--- src/rtl/stbs_pkg.sv ---
// ----------------------------------------------------------------------------
// Sorted table binary search package
// Shared sizes, status codes and the insert bus that is broadcast to the cells.
// ----------------------------------------------------------------------------
package stbs_pkg;

    localparam int DEPTH  = 16;                  // table entries
    localparam int DATA_W = 32;                  // entry width
    localparam int IDX_W  = $clog2(DEPTH);       // index into the table
    localparam int CNT_W  = $clog2(DEPTH + 1);   // fill count, holds DEPTH itself
    localparam int POS_W  = 4;                   // reported position field
    localparam int STAT_W = 2;                   // status field

    localparam logic MODE_APPEND = 1'b0;
    localparam logic MODE_SEARCH = 1'b1;

    typedef enum logic [STAT_W-1:0] {
        ST_APPENDED  = 2'd0,
        ST_DROPPED   = 2'd1,
        ST_FOUND     = 2'd2,
        ST_NOT_FOUND = 2'd3
    } t_status;

    // Insert command seen by every cell in the same cycle
    typedef struct packed {
        logic                     en;
        logic signed [DATA_W-1:0] value;
    } t_ins;

endpackage

--- src/rtl/stbs_cell.sv ---
// ----------------------------------------------------------------------------
// Sorted table cell
// Holds one table entry. On an insert, an entry larger than the new value
// moves one place up the row: the cell takes its left neighbor's entry, or
// the new value when the neighbor stays put.
// ----------------------------------------------------------------------------
module stbs_cell (
    input  logic                             i_clk,
    input  logic                             i_rst_n,
    input  stbs_pkg::t_ins                   i_ins,
    input  logic signed [stbs_pkg::DATA_W-1:0] i_left_entry,
    input  logic                             i_left_valid,
    input  logic                             i_left_move,
    output logic signed [stbs_pkg::DATA_W-1:0] o_entry,
    output logic                             o_valid,
    output logic                             o_move
);
    import stbs_pkg::*;

    logic signed [DATA_W-1:0] r_entry;
    logic                     r_valid;

    // Cell must change when it is empty or holds a value above the new one
    assign o_move  = !r_valid || ($signed(r_entry) > $signed(i_ins.value));
    assign o_entry = r_entry;
    assign o_valid = r_valid;

    // Shift up or take the new value
    always_ff @(posedge i_clk) begin
        if (!i_rst_n) begin
            r_valid <= 1'b0;
        end else if (i_ins.en && o_move) begin
            if (!i_left_move) begin
                r_entry <= i_ins.value;
                r_valid <= 1'b1;
            end else begin
                r_entry <= i_left_entry;
                r_valid <= i_left_valid;
            end
        end
    end

endmodule

--- src/rtl/sorted_table_binary_search.sv ---
// ----------------------------------------------------------------------------
// Sorted table binary search
// Table of signed values kept in ascending order by a row of insert cells,
// searched by a one-probe-per-cycle binary search.
// ----------------------------------------------------------------------------
// An item is taken when start is high and busy is low. An append item is
// placed into sorted position in the cycle it is accepted and its result
// appears on the next cycle; the block is ready again at once. A search
// item holds busy while the binary search probes the table, with a single
// compare on the probed entry per probe, until the key is found or, when
// the key is absent, until the range is seen to be empty. Each result is
// shown for exactly one cycle with o_done high and must be captured then:
// the block cannot be stalled by the receiver. A full table drops appended
// values.
// ----------------------------------------------------------------------------
module sorted_table_binary_search (
    input  logic                               i_clk,
    input  logic                               i_rst_n,
    input  logic                               start,
    output logic                               busy,
    input  logic                               i_mode,
    input  logic signed [stbs_pkg::DATA_W-1:0] i_value,
    output logic                               o_done,
    output logic        [stbs_pkg::STAT_W-1:0] o_status,
    output logic        [stbs_pkg::POS_W-1:0]  o_position
);
    import stbs_pkg::*;

    typedef enum logic {
        S_IDLE,
        S_PROBE
    } t_state;

    t_state                   r_state;
    logic [CNT_W-1:0]         r_count;
    logic [CNT_W-1:0]         r_lo;
    logic [CNT_W-1:0]         r_hip1;     // upper bound plus one
    logic signed [DATA_W-1:0] r_key;
    logic                     r_done;
    t_status                  r_status;
    logic [POS_W-1:0]         r_pos;

    t_ins                     w_ins;
    logic                     w_accept;
    logic                     w_full;
    logic                     w_range_empty;
    logic [CNT_W:0]           w_sum;
    logic [CNT_W-1:0]         w_mid;
    logic signed [DATA_W-1:0] w_probe;

    logic signed [DATA_W-1:0] w_entry [DEPTH];
    logic                     w_valid [DEPTH];
    logic                     w_move  [DEPTH];

    // Handshake and insert command
    assign busy     = (r_state == S_PROBE);
    assign w_accept = start && !busy;
    assign w_full   = (r_count == CNT_W'(DEPTH));

    assign w_ins.en    = w_accept && (i_mode == MODE_APPEND) && !w_full;
    assign w_ins.value = i_value;

    // Row of cells, cell 0 at the low end of the table
    for (genvar g = 0; g < DEPTH; g++) begin : g_cell
        if (g == 0) begin : g_first
            stbs_cell u_cell (
                .i_clk        (i_clk),
                .i_rst_n      (i_rst_n),
                .i_ins        (w_ins),
                .i_left_entry ('0),
                .i_left_valid (1'b0),
                .i_left_move  (1'b0),
                .o_entry      (w_entry[g]),
                .o_valid      (w_valid[g]),
                .o_move       (w_move[g])
            );
        end else begin : g_rest
            stbs_cell u_cell (
                .i_clk        (i_clk),
                .i_rst_n      (i_rst_n),
                .i_ins        (w_ins),
                .i_left_entry (w_entry[g-1]),
                .i_left_valid (w_valid[g-1]),
                .i_left_move  (w_move[g-1]),
                .o_entry      (w_entry[g]),
                .o_valid      (w_valid[g]),
                .o_move       (w_move[g])
            );
        end
    end

    // Midpoint floor((lo+hi)/2) with hi = hip1 - 1, and the probed entry
    assign w_range_empty = (r_lo >= r_hip1);
    assign w_sum   = {1'b0, r_lo} + {1'b0, r_hip1} - (CNT_W+1)'(1);
    assign w_mid   = w_sum[CNT_W:1];
    assign w_probe = w_entry[w_mid[IDX_W-1:0]];

    // Control, search bounds and registered result
    always_ff @(posedge i_clk) begin
        if (!i_rst_n) begin
            r_state <= S_IDLE;
            r_count <= '0;
            r_done  <= 1'b0;
        end else begin
            r_done <= 1'b0;
            case (r_state)
                S_IDLE: begin
                    if (w_accept) begin
                        if (i_mode == MODE_APPEND) begin
                            r_done <= 1'b1;
                            r_pos  <= '0;
                            if (w_full) begin
                                r_status <= ST_DROPPED;
                            end else begin
                                r_status <= ST_APPENDED;
                                r_count  <= r_count + CNT_W'(1);
                            end
                        end else begin
                            r_lo    <= '0;
                            r_hip1  <= r_count;
                            r_key   <= i_value;
                            r_state <= S_PROBE;
                        end
                    end
                end
                S_PROBE: begin
                    if (w_range_empty) begin
                        r_done   <= 1'b1;
                        r_status <= ST_NOT_FOUND;
                        r_pos    <= '0;
                        r_state  <= S_IDLE;
                    end else if (w_probe == r_key) begin
                        r_done   <= 1'b1;
                        r_status <= ST_FOUND;
                        r_pos    <= POS_W'(w_mid);
                        r_state  <= S_IDLE;
                    end else if ($signed(r_key) < $signed(w_probe)) begin
                        r_hip1 <= w_mid;
                    end else begin
                        r_lo <= w_mid + CNT_W'(1);
                    end
                end
                default: begin
                    r_state <= S_IDLE;
                end
            endcase
        end
    end

    assign o_done     = r_done;
    assign o_status   = r_status;
    assign o_position = r_pos;

endmodule
--- config.mk ---
export PLATFORM = sky130hd
export DESIGN_NAME = sorted_table_binary_search
export DESIGN_NICKNAME = d
export VERILOG_FILES = /design/src/rtl/stbs_pkg.sv /design/src/rtl/stbs_cell.sv /design/src/rtl/sorted_table_binary_search.sv
export SDC_FILE = /design/constraint.sdc
export NUM_CORES = 2
export LEC_CHECK = 0
export ABC_AREA = 0
export BUFFER_PORTS_ARGS = -buffer_cell sky130_fd_sc_hd__buf_2
export CORE_MARGIN = 4
export CORE_UTILIZATION = 50
export DETAILED_ROUTE_END_ITERATION = 6
export GPL_ROUTABILITY_DRIVEN = 0
export PLACE_DENSITY = 0.68
export RECOVER_POWER = 25
export SLEW_MARGIN = 30
export SYNTH_ARGS = -nofsm -noshare
export SYNTH_HDL_FRONTEND = slang
export SYNTH_SLANG_ARGS = --single-unit
--- constraint.sdc ---
create_clock -name i_clk -period 4.52 [get_ports i_clk]
set_input_delay 0.904 -clock i_clk [delete_from_list [all_inputs] [get_ports i_clk]]
set_output_delay 0.904 -clock i_clk [all_outputs]
set_load 0.02 [all_outputs]
# Yosys cells after proc, flatten, opt, wreduce, memory -nomap -nowiden
# Index checks and enable logic that the tools add are counted.
[word_totals]
word_cells = 217
input_bits = 36
ff_bits = 583
mem_count = 0
output_inout_bits = 8
rom_bits = 0
mem_bits_rw = 0
latchBits = 0
[classes]
n_eq_ne = 10
div_mod_pow = 0
order_cmp = 19
reduce_logical = 74
shift = 0
addsub = 4
mul = 0
bitwise_logic = 4
mux = 66
[ops]
columns = ["op", "n"]
rows = [
  ["two-way mux 32 bit", 17],
  ["> comparator 32 bit", 16],
  ["binary-select mux 32 bit (select 4 bit)", 1],
  ["two-way mux 5 bit", 10],
  ["equality test 32 bit", 1],
  ["less-than comparator 32 bit", 1],
  ["AND reduction 2 bit", 16],
  ["two-way mux 1 bit", 24],
  ["one-hot mux 5 bit (2 select lines)", 2],
  ["logical AND 1 bit", 19],
  ["logical NOT 1 bit", 18],
  ["logical OR 1 bit", 16],
  ["two-way mux 4 bit", 4],
  ["inequality test 2 bit (second input constant)", 6],
  ["AND reduction 4 bit", 3],
  ["AND reduction 6 bit", 2],
  ["adder 5 x 1 -> 5 bit (second input constant)", 2],
  ["two-way mux 2 bit", 4],
  ["one-hot mux 4 bit (2 select lines)", 1],
  ["adder 5 x 5 -> 6 bit", 1],
  ["subtractor 6 x 1 -> 6 bit (second input constant)", 1],
  ["equality test 5 bit (second input constant)", 1],
  [">= comparator 5 bit", 1],
  [">= comparator 5 bit (second input constant)", 1],
  ["other kinds (6)", 9],
]

# Longest topological paths before layout
[depth]
depth_word = 11
ltp_mapped = 20
mapped_depth_nobuf = 18

# Modules after synthesis
# From an unflattened synthesis, not the netlist that was laid out.
[hier_totals]
cells_unflattened = 4113
area_unflattened_um2 = 41912.7
[by_module_without_submodules]
columns = ["module", "n_inst", "cells_per_inst", "seq_area_each_um2", "area_each_um2"]
rows = [
  ["stbs_cell (g_cell[0].g_first.u_cell ...)", 15, 227, 980.9, 2184.6],
  ["sorted_table_binary_search", 1, 475, 1581.5, 6929.1],
  ["stbs_cell (g_cell[9].g_rest.u_cell)", 1, 233, 980.9, 2214.6],
]

# Least setup slack after synthesis
# No wires, ideal clock.
[synth_timing]
kind = "reg-to-reg"
start = "register r_lo[1]"
end = "register r_lo[0] (enable)"
setup_ns = 0.363
t_required_ns = 4.157
path_stages_with_launch = 21
path_buffers = 3
arrival_time_ns = 4.543
period_less_slack_ns = 4.906
slack_ns = -0.386
path_cell_list = "edfxtp_1 -> inv_1 -> ha_1 -> inv_1 -> ha_1 -> ha_1 -> clkbuf_1 -> clkbuf_1 -> clkbuf_1 -> mux4_2 -> mux2i_1 -> nor2_1 -> a21oi_1 -> ha_1 -> a21o_1 -> a21o_1 -> a21oi_1 -> nor3_1 -> a2111oi_1 -> o311ai_0 -> a41oi_1"
[synth_between]
elab_chain_len = 9
word_cells_on_any_way = 13
classes_between = "add/sub: 2; order compare: 2; eq/ne: 4; mux: 3; bitwise: 1; reduce/logical: 1"
[synth_lines]
columns = ["item", "line", "source"]
rows = [
  ["start, declared", "sorted_table_binary_search.sv:36", "logic [CNT_W-1:0] r_lo;"],
  ["start signal, assigned", "sorted_table_binary_search.sv:140", "r_lo <= w_mid + CNT_W'(1);"],
  ["adder 5 x 5 -> 6 bit *", "sorted_table_binary_search.sv:94", "assign w_sum = {1'b0, r_lo} + {1'b0, r_hip1} - (CNT_W+1)'(1);"],
  ["subtractor 6 x 1 -> 6 bit *", "sorted_table_binary_search.sv:94", ""],
  ["via w_sum[2]", "sorted_table_binary_search.sv:47", "logic [CNT_W:0] w_sum;"],
  ["NOT 4 -> 5 bit (not written as such) *", "sorted_table_binary_search.sv:96", "assign w_probe = w_entry[w_mid[IDX_W-1:0]];"],
  ["binary-select mux 32 bit (select 4 bit) *", "sorted_table_binary_search.sv:96", ""],
  ["two-way mux 32 bit (not written as such) * (2 in series)", "sorted_table_binary_search.sv:96", ""],
  ["less-than comparator 32 bit or equality test 32 bit (tied branches)", "sorted_table_binary_search.sv:137, sorted_table_binary_search.sv:132", ""],
  ["inequality test 2 bit (no line)", "--", ""],
  ["AND reduction 6 bit (no line) *", "--", ""],
]
# Mark *: on every way through the listed nets, which the timed path passes. The rest lies on a longest branch. The select of a mux whose other input is x is not followed.
# A chain may end at the register's enable or synchronous reset.

# Worst setup path after layout
[layout_timing]
start = "input i_value[8] (netlist name)"
end = "register g_cell[15].g_rest.u_cell.r_entry[19] (enable)"
[layout_between]
elab_chain_len = 4
[layout_lines]
columns = ["item", "line", "source"]
rows = [
  ["start, declared", "sorted_table_binary_search.sv:22", "input logic signed [stbs_pkg::DATA_W-1:0] i_value,"],
  ["> comparator 32 bit", "stbs_cell.sv:24", "assign o_move = !r_valid || ($signed(r_entry) > $signed(i_ins.value));"],
  ["logical OR 1 bit", "stbs_cell.sv:24", ""],
  ["logical AND 1 bit", "stbs_cell.sv:32", "end else if (i_ins.en && o_move) begin"],
  ["AND reduction 2 bit (no line)", "--", ""],
  ["end signal, assigned", "stbs_cell.sv:34", "r_entry <= i_ins.value;"],
  ["end signal, assigned", "stbs_cell.sv:37", "r_entry <= i_left_entry;"],
  ["end, declared", "stbs_cell.sv:20", "logic signed [DATA_W-1:0] r_entry;"],
]
# No other way between the ends.

==> impl_metrics.csv <==
group,metric,value,unit
status,status,"finished with violations",
status,violations,"max-capacitance violations, max-slew violations, negative setup slack",
synth,ys_ff_latch,583,
place,hpwl,102000,um
layout,fin_cells,4462,
sta,setup_viol,28,
routing,drc,0,
routing,top_layer_used,"met5",
layout,multi_input_area,22900,um^2
floorplanning,rows,104,
critical_path,worst-r2r-cell-count,19,
routing,dr.pass1.iters,6,
hold_path,holdPathEnd,"g_cell[6].g_rest.u_cell.o_valid$_SDFFE_PN0P_",
synth,synth_flop_cell,"edfxtp_1",
critical_path,slowest_delay,1.09,ns
pwr,seqPwrFrac,0.199,
grt,grt_max_degree,34,
sta,hold_viol,0,
place,placed_area,44600,um^2
critical_path,reg2reg_slack,0.08,ns
routing,avgRoutedWirePerCell,30.0,um
floorplanning,initial_core_util,0.507,
synth,syn_area,41000,um^2
layout,final_core_util,0.580,
routing,routed_wl,134000,um
synth,syn_area_per_cell,13.2,um^2
routing,vias,30300,
pwr,leakagePower,0.0190,uW
critical_path,arrival,4.87,ns
sta,finalCriticalPeriod,4.56,ns
floorplanning,die_h,294,um
pwr,power_density,692,nW/um^2
hold_path,min_path_type,"reg -> reg",
cts,cts_tree,"yes",
grt,overflow,0,
sta,max_freq,0.219,GHz
sta,setup_slack,-0.0423,ns
routing,wl_met3,13700,um
critical_path,crit_family,"compound AO/OA/AOI/OAI gates",
synth,synth_nets,3703,
pwr,swShare,0.392,
place,dp.cells,4321,
pwr,switchingPower,12700,uW
sta,tightest_slew,2.05,ns
pwr,ir_worst_vdd,0.677,mV
cts,clock-sinks,583,
cts,htreeDepth,3,
critical_path,critPathKind,"in -> reg",
floorplanning,core-area,80900,um^2
synth,synth_edf_count,560,
pwr,combPwrFrac,0.626,
synth,synth_area_leader_cell,"edfxtp_1",
sta,drv_slew,59,
layout,mostFrequentLayoutCells,"edfxtp_1 (560), ha_1 (556), mux2_2 (385)",
cts,clockBufferDepth,3,
place,place_worst_setup_slack,-0.433,ns
critical_path,endpoint_kind,"register",
layout,drive_gt1_frac,0.301,
cts,hold_buffers,0,
critical_path,slowest_stage,"a2111oi_0",
cts,numCtsBuffers,70,
grt,track_usage,0.305,
layout,seqCellArea,17300,um^2
routing,avgViaCountPerCell,6.78,
job,drv_cap,2,
sta,tns,-0.539,ns
critical_path,worstPathMaxFanout,24,
place,port_buffers,43,
hold_path,min_path_cells,2,
synth,yosysSeqAreaShare,0.421,
synth,synthArstFlopShare,0,
grt,grt_pass1_wl,196000,um
sta,clock_skew,0.0319,ns
critical_path,cp_num_buf_inv,4,
hold_path,worstHoldStart,"g_cell[5].g_rest.u_cell.o_valid$_SDFFE_PN0P_",
layout,diodes,0,
synth,syn_inst,3107,
layout,fillers,6398,
sta,maxSlewHeadroom,-0.367,
floorplanning,dieArea,86700,um^2
sta,period_share,1.01,
pwr,clkPwrFrac,0.175,
cts,cts_root_buffer,"clkbuf_16",
layout,final_cell_area,47000,um^2
routing,postRouteAntennaNets,0,
floorplanning,die_w,294,um
pwr,intPower,19800,uW
synth,ys_top_cells_by_area,"edfxtp_1 (41%), ha_1 (17%), mux2_2 (11%)",
synth,yosysWarnings,0,
grt,grt_pass1_vias,30800,
critical_path,start_kind,"primary input",
critical_path,rr_startpoint,"r_lo[1]$_SDFFCE_PN0P_",
critical_path,path_cells,"clkbuf_1 -> inv_1 -> ha_1 -> a21o_1 -> nand3_1 -> a21oi_1 -> a2111oi_0 -> clkbuf_1 -> a21oi_1 -> o211ai_1 -> a21oi_4 -> buf_6",
floorplanning,ios,44,
layout,final_nets,3947,
synth,synth_top_cell_area_share,0.410,
cts,clock_latency,0.62,ns
routing,wl_met2,62800,um
synth,ys_types,82,
routing,wl_met1,50400,um
cts,clkTransAtPathRegs,0.06,ns
critical_path,reg2reg_to,"r_hip1[3]$_DFFE_PP_",
routing,first_iter_violations,3212,
layout,area_delta_synth_final,14.4,%
critical_path,cp.required,4.83,ns
layout,final_common_cell,"edfxtp_1",
grt,antenna_found_initial,3,
-- cells by family after synthesis --
| group | Yosys count | share of synthesized area |
|---|---|---|
| compound gates | 648 | 0.107 |
| mux | 642 | 0.217 |
| flops | 583 | 0.421 |
| simple gates | 401 | 0.0521 |
| fa+ha+maj | 561 | 0.171 |
| xor+xnor | 12 | 0.00256 |
| buf+inv | 260 | 0.0292 |
-- final cells by class --
class / instances / share of cell area
repair buffers: 315 / 0.0579
flip-flops and latches: 583 / 0.368
multi-input cells: 2264 / 0.489
inverters: 117 / 0.00935
clock buffers: 86 / 0.0399
well taps: 1060 / 0.0282
clock inverters: 37 / 0.00799
-- power by group through the flow --
stage	sequential, uW	clock, uW	combinational (uW)
3_3_place_gp	6560	0	17900
6_report	6470	5690	20400
5_1_grt	6490	5980	21400
4_1_cts	6460	5730	19000
3_5_place_dp	6570	0	18500
2_1_floorplan	6490	0	11800
-- per-layer routing --
| metal | vias to the layer above | global-route usage |
|---|---|---|
| li1 | 13000 | - |
| met1 | 15200 | 0.379 |
| met2 | 1677 | 0.500 |
| met3 | 398 | 0.0817 |
| met4 | 2 | 0.135 |
| met5 | - | 0 |
-- timing repair --
item,in CTS,in global routing
endpoints found under the setup margin,16,16
setup buffers,2,14
pin swaps,3,20
resized for setup,16,38
cloned,1,1
-- cell usage after synthesis (6+ instances only) --
library cell	n
dfxtp_1	23
buf_4	24
a31oi_2	9
buf_1	6
nand4_1	135
nand3_1	28
mux4_2	128
ha_1	560
xor2_1	8
nor4_1	13
nor3_1	9
mux2_1	20
a21oi_1	222
nor2_1	97
and2_1	6
buf_2	16
buf_6	15
o211ai_1	26
mux2_4	76
a32oi_1	10
nand2_1	59
a21o_1	161
a31oi_1	6
mux2_2	386
o21ai_0	86
nor2b_1	30
o32ai_1	32
clkbuf_1	82
edfxtp_1	560
o21a_1	13
a211oi_2	8
mux2i_1	32
a2111o_1	8
inv_1	115
-- through the flow --
step                      power, uW  hold slack, ns
after floorplan               18300           0.442
after global placement        24400           0.456
after detailed placement      25100           0.468
after CTS                     31200           0.482
after global routing          33900           0.512
final                         32500           0.493
-- tightest hold or removal path: stages, from the launching register on --
cell and delay (ns):
dfxtp_1 0.32, nand2_1 0.06, a21oi_1 0.05
-- state kept, by name (all words and copies together) (netlist names) --
name and flops:
o_position 4, r_lo 5, g_cell.g_rest.u_cell.o_valid 15, o_done 1, r_count 5, g_cell.g_first.u_cell.o_entry 32, o_status 2, busy 1
r_key 32, g_cell.g_rest.u_cell.o_entry 480, g_cell.g_first.u_cell.o_valid 1, r_hip1 5
-- worst max-delay path by stage --
stage / to / depth (start not counted) / from / slack [ns]
CTS: r_lo[2]$_SDFFCE_PN0P_ / 19 / r_lo[1]$_SDFFCE_PN0P_ / 0.004
floorplan: r_lo[0]$_SDFFCE_PN0P_ / 19 / r_lo[1]$_SDFFCE_PN0P_ / 0.01
global placement: r_lo[4]$_SDFFCE_PN0P_ / 18 / r_lo[2]$_SDFFCE_PN0P_ / -0.26
finish: g_cell[15].g_rest.u_cell.o_entry[19]$_DFFE_PP_ / 12 / i_value[8] / -0.04
global route: r_hip1[2]$_DFFE_PP_ / 18 / r_lo[1]$_SDFFCE_PN0P_ / -0.02
detailed placement: r_lo[3]$_SDFFCE_PN0P_ / 18 / r_lo[2]$_SDFFCE_PN0P_ / -0.43
Note: power is estimated with default switching activity, not from simulation.
